<file path="src/hw/rtl/puct_pkg.sv">
// ----------------------------------------------------------------------------
// puct_pkg: PUCT child selector package
// Field widths, score limits and defaults shared by the selector RTL.
// ----------------------------------------------------------------------------
package puct_pkg;

   localparam int unsigned VISITS_W  = 20;
   localparam int unsigned WINSUM_W  = 38;
   localparam int unsigned PRIOR_W   = 17;
   localparam int unsigned UNVIS_W   = 18;
   localparam int unsigned INDEX_W   = 10;
   localparam int unsigned SCORE_W   = 28;

   // Default node fan-out bound
   localparam int unsigned MAX_CHILDREN_DEF = 1024;

   // Score saturation: 1025 * 2^16
   localparam logic signed [39:0] SCORE_LIMIT = 40'sd67174400;

   // Reset value of the running maximum: most negative 28-bit value
   localparam logic signed [SCORE_W-1:0] MAX_RESET = {1'b1, {(SCORE_W-1){1'b0}}};

endpackage

</file>
<file path="src/hw/rtl/puct_child_select.sv">
// ----------------------------------------------------------------------------
// puct_child_select: PUCT child selector
// Scores each streamed child with Q + prior*sqrt(N+1)/(n+1) and reports the
// earliest highest-scoring child on the last child of a node.
// ----------------------------------------------------------------------------
//  channel | direction | handshake          | word
//  req     | in        | req_valid/ready    | visits, win_sum, prior, parent visits, last
//  rsp     | out       | rsp_valid/ready    | best_child, best_score
//  csr     | in        | csr_write_en       | unvisited_value
//
//  Each child goes through an accept, 27 root steps, 38 Q divide steps, a
//  multiply, 44 U divide steps and an update; the root and divide steps
//  share one compare/subtract unit. Unvisited children skip the Q divide.
//  Reset is synchronous; it resets the running maximum and clears the index,
//  count and unvisited_value register. A last child waits in the update
//  step while a previous result has not yet been taken on rsp.
// ----------------------------------------------------------------------------
module puct_child_select
   import puct_pkg::*;
#(
   parameter int unsigned MAX_CHILDREN = MAX_CHILDREN_DEF
) (
   input  logic                       clock,
   input  logic                       reset,
   input  logic                       req_valid,
   output logic                       req_ready,
   input  logic [VISITS_W-1:0]        req_child_visits,
   input  logic signed [WINSUM_W-1:0] req_child_win_sum,
   input  logic [PRIOR_W-1:0]         req_prior,
   input  logic [VISITS_W-1:0]        req_parent_visits,
   input  logic                       req_last,
   output logic                       rsp_valid,
   input  logic                       rsp_ready,
   output logic [INDEX_W-1:0]         rsp_best_child,
   output logic signed [SCORE_W-1:0]  rsp_best_score,
   input  logic                       csr_write_en,
   input  logic signed [UNVIS_W-1:0]  csr_write_data
);

   localparam int unsigned CNT_W = (MAX_CHILDREN > 1) ? $clog2(MAX_CHILDREN) : 1;
   localparam logic [CNT_W-1:0] CNT_MAX = CNT_W'(MAX_CHILDREN - 1);

   localparam int unsigned NUM_W  = 54;
   localparam int unsigned REM_W  = 30;
   localparam int unsigned ROOT_W = 27;
   localparam int unsigned PROD_W = PRIOR_W + ROOT_W;

   localparam logic [5:0] SQRT_LAST = 6'd26;
   localparam logic [5:0] QDIV_LAST = 6'd37;
   localparam logic [5:0] UDIV_LAST = 6'd43;

   typedef enum logic [2:0] {
      ST_IDLE, ST_SQRT, ST_QDIV, ST_MUL, ST_UDIV, ST_DONE
   } state_type;

   state_type                 state_ff;
   logic [5:0]                step_ff;
   logic [NUM_W-1:0]          num_ff;
   logic [REM_W-1:0]          rem_ff;
   logic [ROOT_W-1:0]         root_ff;
   logic [VISITS_W-1:0]       visits_ff;
   logic                      neg_ff;
   logic [WINSUM_W-1:0]       mag_ff;
   logic [PRIOR_W-1:0]        prior_ff;
   logic                      last_ff;
   logic signed [38:0]        q_ff;
   logic [SCORE_W-1:0]        u_ff;
   logic signed [UNVIS_W-1:0] unvis_ff;
   logic signed [SCORE_W-1:0] run_max_ff;
   logic [CNT_W-1:0]          run_idx_ff;
   logic [CNT_W-1:0]          count_ff;
   logic                      rsp_valid_ff;
   logic [INDEX_W-1:0]        best_child_ff;
   logic signed [SCORE_W-1:0] best_score_ff;

   // Shared compare/subtract unit, root or divide mode
   logic                      sqrt_mode;
   logic [VISITS_W:0]         div_d;
   logic [REM_W-1:0]          rem_sh;
   logic [REM_W-1:0]          sub_val;
   logic [REM_W:0]            diff;
   logic                      ge;
   logic [REM_W-1:0]          rem_in;
   logic [NUM_W-1:0]          num_in;
   logic [ROOT_W-1:0]         root_in;

   always_comb begin
      sqrt_mode = (state_ff == ST_SQRT);
      div_d     = (state_ff == ST_UDIV) ? ({1'b0, visits_ff} + 21'd1) : {1'b0, visits_ff};
      if (sqrt_mode) begin
         rem_sh  = {rem_ff[REM_W-3:0], num_ff[NUM_W-1:NUM_W-2]};
         sub_val = {1'b0, root_ff, 2'b01};
      end else begin
         rem_sh  = {rem_ff[REM_W-2:0], num_ff[NUM_W-1]};
         sub_val = REM_W'(div_d);
      end
      diff    = {1'b0, rem_sh} - {1'b0, sub_val};
      ge      = ~diff[REM_W];
      rem_in  = ge ? diff[REM_W-1:0] : rem_sh;
      root_in = {root_ff[ROOT_W-2:0], ge};
      num_in  = sqrt_mode ? {num_ff[NUM_W-3:0], 2'b00} : {num_ff[NUM_W-2:0], ge};
   end

   // Score assembly and saturation
   logic signed [39:0]        sum;
   logic signed [SCORE_W-1:0] score;
   logic [PROD_W-1:0]         prod;
   logic [CNT_W+INDEX_W-1:0]  idx_wide;
   logic [CNT_W-1:0]          win_idx;
   logic signed [SCORE_W-1:0] win_max;
   logic [WINSUM_W-1:0]       qmag;
   logic                      emit;

   always_comb begin
      sum = 40'(q_ff) + $signed({12'b0, u_ff});
      if (sum > SCORE_LIMIT)       score = SCORE_W'(SCORE_LIMIT);
      else if (sum < -SCORE_LIMIT) score = SCORE_W'(-SCORE_LIMIT);
      else                         score = sum[SCORE_W-1:0];
      prod = PROD_W'(prior_ff) * PROD_W'(root_ff);
      if (score > run_max_ff) begin
         win_max = score;
         win_idx = count_ff;
      end else begin
         win_max = run_max_ff;
         win_idx = run_idx_ff;
      end
      idx_wide = {{INDEX_W{1'b0}}, win_idx};
      qmag     = num_in[WINSUM_W-1:0];
   end

   // last child hands its word over once the rsp slot is free
   assign emit = (state_ff == ST_DONE) && last_ff && (!rsp_valid_ff || rsp_ready);

   assign req_ready      = (state_ff == ST_IDLE);
   assign rsp_valid      = rsp_valid_ff;
   assign rsp_best_child = best_child_ff;
   assign rsp_best_score = best_score_ff;

   // Sequencer, running state and output word
   always_ff @(posedge clock) begin
      if (reset) begin
         state_ff     <= ST_IDLE;
         step_ff      <= '0;
         unvis_ff     <= '0;
         run_max_ff   <= MAX_RESET;
         run_idx_ff   <= '0;
         count_ff     <= '0;
         rsp_valid_ff <= 1'b0;
      end else begin
         if (csr_write_en) unvis_ff <= csr_write_data;
         if (emit) rsp_valid_ff <= 1'b1;
         else if (rsp_valid_ff && rsp_ready) rsp_valid_ff <= 1'b0;
         unique case (state_ff)
            ST_IDLE: begin
               if (req_valid) begin
                  visits_ff <= req_child_visits;
                  neg_ff    <= req_child_win_sum[WINSUM_W-1];
                  mag_ff    <= req_child_win_sum[WINSUM_W-1]
                               ? WINSUM_W'(-req_child_win_sum)
                               : WINSUM_W'(req_child_win_sum);
                  prior_ff  <= req_prior;
                  last_ff   <= req_last;
                  num_ff    <= {1'b0, {1'b0, req_parent_visits} + 21'd1, 32'b0};
                  rem_ff    <= '0;
                  root_ff   <= '0;
                  step_ff   <= '0;
                  state_ff  <= ST_SQRT;
               end
            end
            ST_SQRT: begin
               root_ff <= root_in;
               if (step_ff == SQRT_LAST) begin
                  step_ff <= '0;
                  rem_ff  <= '0;
                  if (visits_ff == '0) begin
                     q_ff     <= 39'(unvis_ff);
                     state_ff <= ST_MUL;
                  end else begin
                     num_ff   <= {mag_ff, 16'b0};
                     state_ff <= ST_QDIV;
                  end
               end else begin
                  rem_ff  <= rem_in;
                  num_ff  <= num_in;
                  step_ff <= step_ff + 6'd1;
               end
            end
            ST_QDIV: begin
               rem_ff  <= rem_in;
               num_ff  <= num_in;
               step_ff <= step_ff + 6'd1;
               if (step_ff == QDIV_LAST) begin
                  q_ff     <= neg_ff ? -$signed({1'b0, qmag}) : $signed({1'b0, qmag});
                  state_ff <= ST_MUL;
               end
            end
            ST_MUL: begin
               num_ff   <= {prod, 10'b0};
               rem_ff   <= '0;
               step_ff  <= '0;
               state_ff <= ST_UDIV;
            end
            ST_UDIV: begin
               rem_ff  <= rem_in;
               num_ff  <= num_in;
               step_ff <= step_ff + 6'd1;
               if (step_ff == UDIV_LAST) begin
                  u_ff     <= num_in[PROD_W-1:16];
                  state_ff <= ST_DONE;
               end
            end
            ST_DONE: begin
               if (!last_ff) begin
                  run_max_ff <= win_max;
                  run_idx_ff <= win_idx;
                  if (count_ff != CNT_MAX) count_ff <= count_ff + 1'b1;
                  state_ff   <= ST_IDLE;
               end else if (emit) begin
                  best_child_ff <= idx_wide[INDEX_W-1:0];
                  best_score_ff <= win_max;
                  run_max_ff    <= MAX_RESET;
                  run_idx_ff    <= '0;
                  count_ff      <= '0;
                  state_ff      <= ST_IDLE;
               end
            end
            default: state_ff <= ST_IDLE;
         endcase
      end
   end

endmodule
</file>
<file path="config.mk">
export PLATFORM = sky130hd
export DESIGN_NAME = puct_child_select
export DESIGN_NICKNAME = d
export VERILOG_FILES = /design/src/hw/rtl/puct_pkg.sv /design/src/hw/rtl/puct_child_select.sv
export SDC_FILE = /design/constraint.sdc
export NUM_CORES = 2
export LEC_CHECK = 0
export ABC_AREA = 1
export BUFFER_PORTS_ARGS = -buffer_cell sky130_fd_sc_hd__buf_2
export CAP_MARGIN = 20
export CORE_MARGIN = 2
export CORE_UTILIZATION = 60
export CTS_CLUSTER_DIAMETER = 50
export DETAILED_ROUTE_END_ITERATION = 10
export HOLD_SLACK_MARGIN = 0.03
export PLACE_DENSITY = 0.78
export REMOVE_ABC_BUFFERS = 1
export SLEW_MARGIN = 20
export SYNTH_ARGS = -nofsm -noshare
export SYNTH_HDL_FRONTEND = slang
export SYNTH_SLANG_ARGS = --single-unit
</file>
<file path="constraint.sdc">
create_clock -name clock -period 19.4 [get_ports clock]
set_input_delay 1.94 -clock clock [delete_from_list [all_inputs] [get_ports clock]]
set_output_delay 1.94 -clock clock [all_outputs]
set_load 0.01 [all_outputs]
</file>
Word-level counts from Yosys, hierarchy flattened
Cells that the tools add are included.
Word-level totals
  word-level logic and storage cells: 118
  input bits: 119
  flip-flop bits (word level): 368
  output and inout bits: 40
Operators by class
  $add $sub $neg: 8
  reductions and logical operators: 24
  bitwise operators: 2
  mux-type cells: 43
  magnitude comparators: 3
  eq/ne operators: 17
  multipliers: 1
Operator list (number)
  $mux W54: 4
  $pmux W54 S4: 1
  $mux W39: 4
  $mux W28: 5
  $mux W29: 4
  $pmux W29 S4: 1
  $pmux W39 S2: 1
  $pmux W27 S2: 1
  $mux W10: 5
  $mul A17 B27 Y44: 1
  $add A20 B1 Y21 const B: 2
  $add A39 B29 Y40: 1
  $gt A40 B28 Y1 const B: 1
  $lt A40 B28 Y1 const B: 1
  $neg A38 Y39: 1
  $neg A38 Y38: 1
  $mux W37: 1
  $sub A30 B29 Y31: 1
  $mux W30: 1
  $gt A28 B28 Y1: 1
  $mux W27: 1
  $pmux W6 S4: 1
  $mux W21: 1
  $logic_not A20 Y1: 1
  27 further kinds: 56

Longest topological paths before layout
  depth in word-level cells: 10
  gate-level depth with buffers: 42
  gate-level depth less buffers: 42

Worst setup path after synthesis
Ideal clock, no wire load.
  path kind: input-to-reg
  from: input reset
  to: register last_ff (enable)
  path buffers: 1
  slack: 11.357 ns
  data arrival time: 7.437 ns
  cell stages on the path: 2
  cells stage by stage: clkbuf_1 -> nor3_1
On the way
  longest elaborated chain between the ends: 2
RTL lines
  from (decl): RTL line puct_child_select.sv:24  | input logic reset,
  $not A1 Y1 (no source line)
  $reduce_and A3 Y1 (no source line)
  to (signal assigned): RTL line puct_child_select.sv:162  | last_ff <= req_last;
  to (decl): RTL line puct_child_select.sv:65  | logic last_ff;
No other way between the ends.
A chain may end at the register's enable or synchronous reset.

Final worst setup path
  from: register root_ff[14]
  to: register num_ff[48], data pin
On the way
  longest elaborated chain between the ends: 2
RTL lines
  from (decl): RTL line puct_child_select.sv:60  | logic [ROOT_W-1:0] root_ff;
  from (signal assigned): RTL line puct_child_select.sv:171  | root_ff <= root_in;
  $mul A17 B27 Y44: RTL line puct_child_select.sv:119  | prod = PROD_W'(prior_ff) * PROD_W'(root_ff);
  $pmux W54 S4: RTL line puct_child_select.sv:153  | unique case (state_ff)
  to (signal assigned): RTL line puct_child_select.sv:163  | num_ff <= {1'b0, {1'b0, req_parent_visits} + 21'd1, 32'b0};
  to (signal assigned): RTL line puct_child_select.sv:179  | num_ff <= {mag_ff, 16'b0};
  to (signal assigned): RTL line puct_child_select.sv:184  | num_ff <= num_in;
  to (decl): RTL line puct_child_select.sv:58  | logic [NUM_W-1:0] num_ff;
No other way between the ends.

==> summary.md <==
| Metric | Value |
|---|---|
| Status | `complete, no violations` |
| Total clock sinks | `368` |
| Final Hold Fails | `0` |
| Worst hold-check path type | `reg -> reg` |
| Ports | `159` |
| Placer congestion estimate | `1.032` |
| Worst setup SP type | `flip-flop` |
| Num rows | `93` |
| RSZ-0062 raised after global routing | `no` |
| First-pass iteration count of the detailed router | `8` |
| Worst slew pin tran | `1.134 ns` |
| CTS tree | `built` |
| Ys flop type | `edfxtp_1` |
| Sequential share of the synthesized area | `26.45%` |
| Via/cell ratio | `5.557` |
| I/O Buffers | `approximately 160` |
| Maximum clock rate | `between 100 and 150 MHz` |
| Relative slew slack | `23.92%` |
| Busiest grt layer | `met2` |
| Hold path start | `run_max_ff[3]$_SDFFE_PP0P_` |
| Worst r2r dst | `num_ff[48]$_DFFE_PP_` |
| Ratio of cells with drive above 1 in the final layout | `roughly 7.6%` |
| Syn avg cell area | `about 7.6 um^2` |
| CTS H-tree depth | `2` |
| Vias | `33766` |
| Number of setup violations in the final report | `0` |
| Clock Path Buffers | `3` |
| Slew Limit Fails | `0` |
| Max FO, Critical Path | `18` |
| Post-CTS Setup Bufs | `0` |
| Netlist cell types | `64` |
| Sink of the worst hold path | `run_max_ff[3]$_SDFFE_PP0P_` |
| Die area | `about 0.067 mm^2` |
| Worst reg2reg path depth | `25` |
| Core area | `0.06423 mm^2` |
| Vias in the first global route | `between 30000 and 40000` |
| Minimum clock period | `roughly 7.4 ns` |
| Final #Nets | `5883` |
| Met1 usage | `a little over two fifths` |
| Worst-Skew Late Latency | `around 0.64 ns` |
| Yosys top cell by area | `edfxtp_1` |
| Met3 global-route usage | `roughly 6.3%` |
| Synth area leaders | `edfxtp_1 23%, fa_1 19%, nand2_1 13%, inv_1 11%, ha_1 6.8%` |
| Reg2reg setup slack | `roughly 12 ns` |
| Worst Setup Path Type | `reg -> reg` |
| Async S/R FF share, synth | `0%` |
| Grt total ovfl | `0` |
| Cts hold-fix bufs | `0` |
| Syn-to-layout area delta | `8.247%` |
| Fin util | `around two thirds` |
| YS warnings | `0` |
| Routed Antenna Nets | `0` |
| WHS Path Cells | `2` |
| Max-cap viol count | `0` |
| Post-route clock skew | `0.04176 ns` |
| CP Data Required Time | `just under 20 ns` |
| Pin count of the biggest net entering global routing | `87` |
| Met2 global-route usage | `between 50% and 60%` |
| Wirelength, routed | `~110 mm` |
| CTS resizes | `0` |
| DR WL/cell | `between 15 and 20 um` |
| Setup_tns | `0 ns` |
| Die Ht | `258.6 um` |
| FF-to-FF Start | `root_ff[14]$_SDFFCE_PN0P_` |
| First-pass GRT wire length | `178.5 mm` |
| Top cell type's share of synthesized area | `22.54%` |
| Initial Utilization | `roughly three fifths` |
| Post-Syn Instances | `5125` |
| Clk slew on worst S/H paths | `0.06 ns` |
| Global Route Usage Sum | `34.05%` |
| Antenna violations before repair | `2` |
| CTS Buf Count | `54` |
| Yosys reg bits | `368` |
| Width of the die | `~260 um` |
| CP endpoint kind | `flip-flop` |
| Period utilization | `about two fifths` |
| Root Driver | `clkbuf_16` |
| Mapped cell area | `0.03890 mm^2` |
| Drt first-iter violations | `slightly below 3000` |
| Hpwl dp | `88.04 mm` |
| Post-route DRC violation count | `0` |
| Arrival @ worst endpoint | `7.77 ns` |
| EDFF count, synth | `approximately 300` |
==> cell usage in the layout (no fill, tap or decap), drive strengths merged, types with 27 or more instances in the layout <==
cell / n
nand2: 1408
inv: 1121
fa: 376
nor2: 355
edfxtp: 292
o21ai: 241
a21oi: 226
ha: 212
buf: 194
nand3: 188
xor2: 86
dfxtp: 76
clkbuf: 62
nor3: 47
nand4: 42
xnor2: 35
a31oi: 30
or2: 27
==> flip-flops by register name, indices dropped and copies added (netlist names) <==
| register | count |
|---|---|
| count_ff | 10 |
| last_ff | 1 |
| mag_ff | 38 |
| neg_ff | 1 |
| num_ff | 54 |
| prior_ff | 17 |
| q_ff | 39 |
| rem_ff | 29 |
| root_ff | 27 |
| rsp_best_child | 10 |
| rsp_best_score | 28 |
| rsp_valid | 1 |
| run_idx_ff | 10 |
| run_max_ff | 28 |
| state_ff | 3 |
| step_ff | 6 |
| u_ff | 28 |
| unvis_ff | 18 |
| visits_ff | 20 |
==> area by class of cell <==
cell class,count,area [um^2]
Sequential cell,368,10290
Antenna cell,1,2.502
Inverter,1112,4174
Fill cell,5582,22130
Tap cell,855,1070
Multi-Input combinational cell,3446,23640
Clock inverter,38,415.4
Timing Repair Buffer,194,1081
Clock buffer,62,1433
==> cell families after synthesis <==
| kind of cell | after synthesis | synth area share, % |
|---|---|---|
| AO/OA/AOI/OAI | 624 | 9.103 |
| AND/OR/NAND/NOR | 2111 | 22.58 |
| adder cells (fa/ha/maj) | 588 | 26.17 |
| multiplexers | 2 | 0.05147 |
| buffers and inverters | 1311 | 12.90 |
| flip-flops | 368 | 26.45 |
| XOR/XNOR | 121 | 2.744 |
==> metrics by stage <==
| stage | area [um^2] | setup slack [ns] | std cells | hold slack, ns |
|---|---|---|---|---|
| detailed placement | 40210 | 12.20 | 5973 | 0.4578 |
| floorplan | 38060 | 11.58 | 4926 | 0.4393 |
| global placement | 40210 | 12.29 | 5973 | 0.4510 |
| CTS | 42060 | 12.17 | 6073 | 0.4668 |
| global route | 42110 | 11.65 | 6076 | 0.4798 |
| finish | 42110 | 11.98 | 6076 | 0.4654 |
==> routing by layer <==
layer | vias up | wire length, um
met3 | 358 | 9137
met2 | 1543 | 54220
met5 | - | 0
met4 | 0 | 5696
met1 | 15877 | 43580
li1 | 15988 | -
==> cells in the mapped netlist (14+ instances only) <==
master and count:
a22oi_1 16, clkbuf_1 148, nand2_1 1391, a21boi_0 21, or2_2 27, a31oi_1 30, nor3_1 43, a21oi_1 223
nor4_1 15, edfxtp_1 292, nand3_1 166, nand2_2 15, nand4_1 42, o21ai_1 26, nand3_2 21, xor2_1 85
buf_1 23, buf_2 21, inv_1 1101, nand3b_1 14, dfxtp_1 76, fa_1 376, xnor2_1 35, o211ai_1 14
ha_1 212, nor2_1 340, o21ai_0 213
==> critical path: stages (launching register included) <==
cell and delay (ns):
edfxtp_1 1.03, nand2_1 0.18, fa_1 0.60, inv_1 0.07, fa_1 0.55, inv_1 0.06
fa_1 0.51, inv_1 0.05, fa_1 0.48, fa_1 0.58, inv_1 0.06, fa_1 0.53
inv_1 0.05, ha_1 0.36, a21oi_1 0.25, o21ai_0 0.13, a21oi_1 0.13, nand2_1 0.11
a21oi_1 0.17, inv_1 0.11, a21oi_1 0.32, o21ai_0 0.25, nand2_1 0.11, nand2_1 0.06
o21ai_0 0.25, o211ai_1 0.13
==> how the worst max path moves through the flow <==
stage	cells after the start	slack, ns	to	start
after floorplan	1	11.58	last_ff$_DFFE_PP_	reset
after global placement	23	12.29	num_ff[48]$_DFFE_PP_	prior_ff[13]$_DFFE_PP_
after detailed placement	25	12.20	num_ff[48]$_DFFE_PP_	root_ff[14]$_SDFFCE_PN0P_
after CTS	25	12.17	num_ff[48]$_DFFE_PP_	root_ff[14]$_SDFFCE_PN0P_
after global routing	25	11.65	num_ff[48]$_DFFE_PP_	root_ff[14]$_SDFFCE_PN0P_
final	25	11.98	num_ff[48]$_DFFE_PP_	root_ff[14]$_SDFFCE_PN0P_
Power is left out: the tool's default activity adds up to more than one toggle a clock period on the data nets, which glitch-free logic cannot reach.
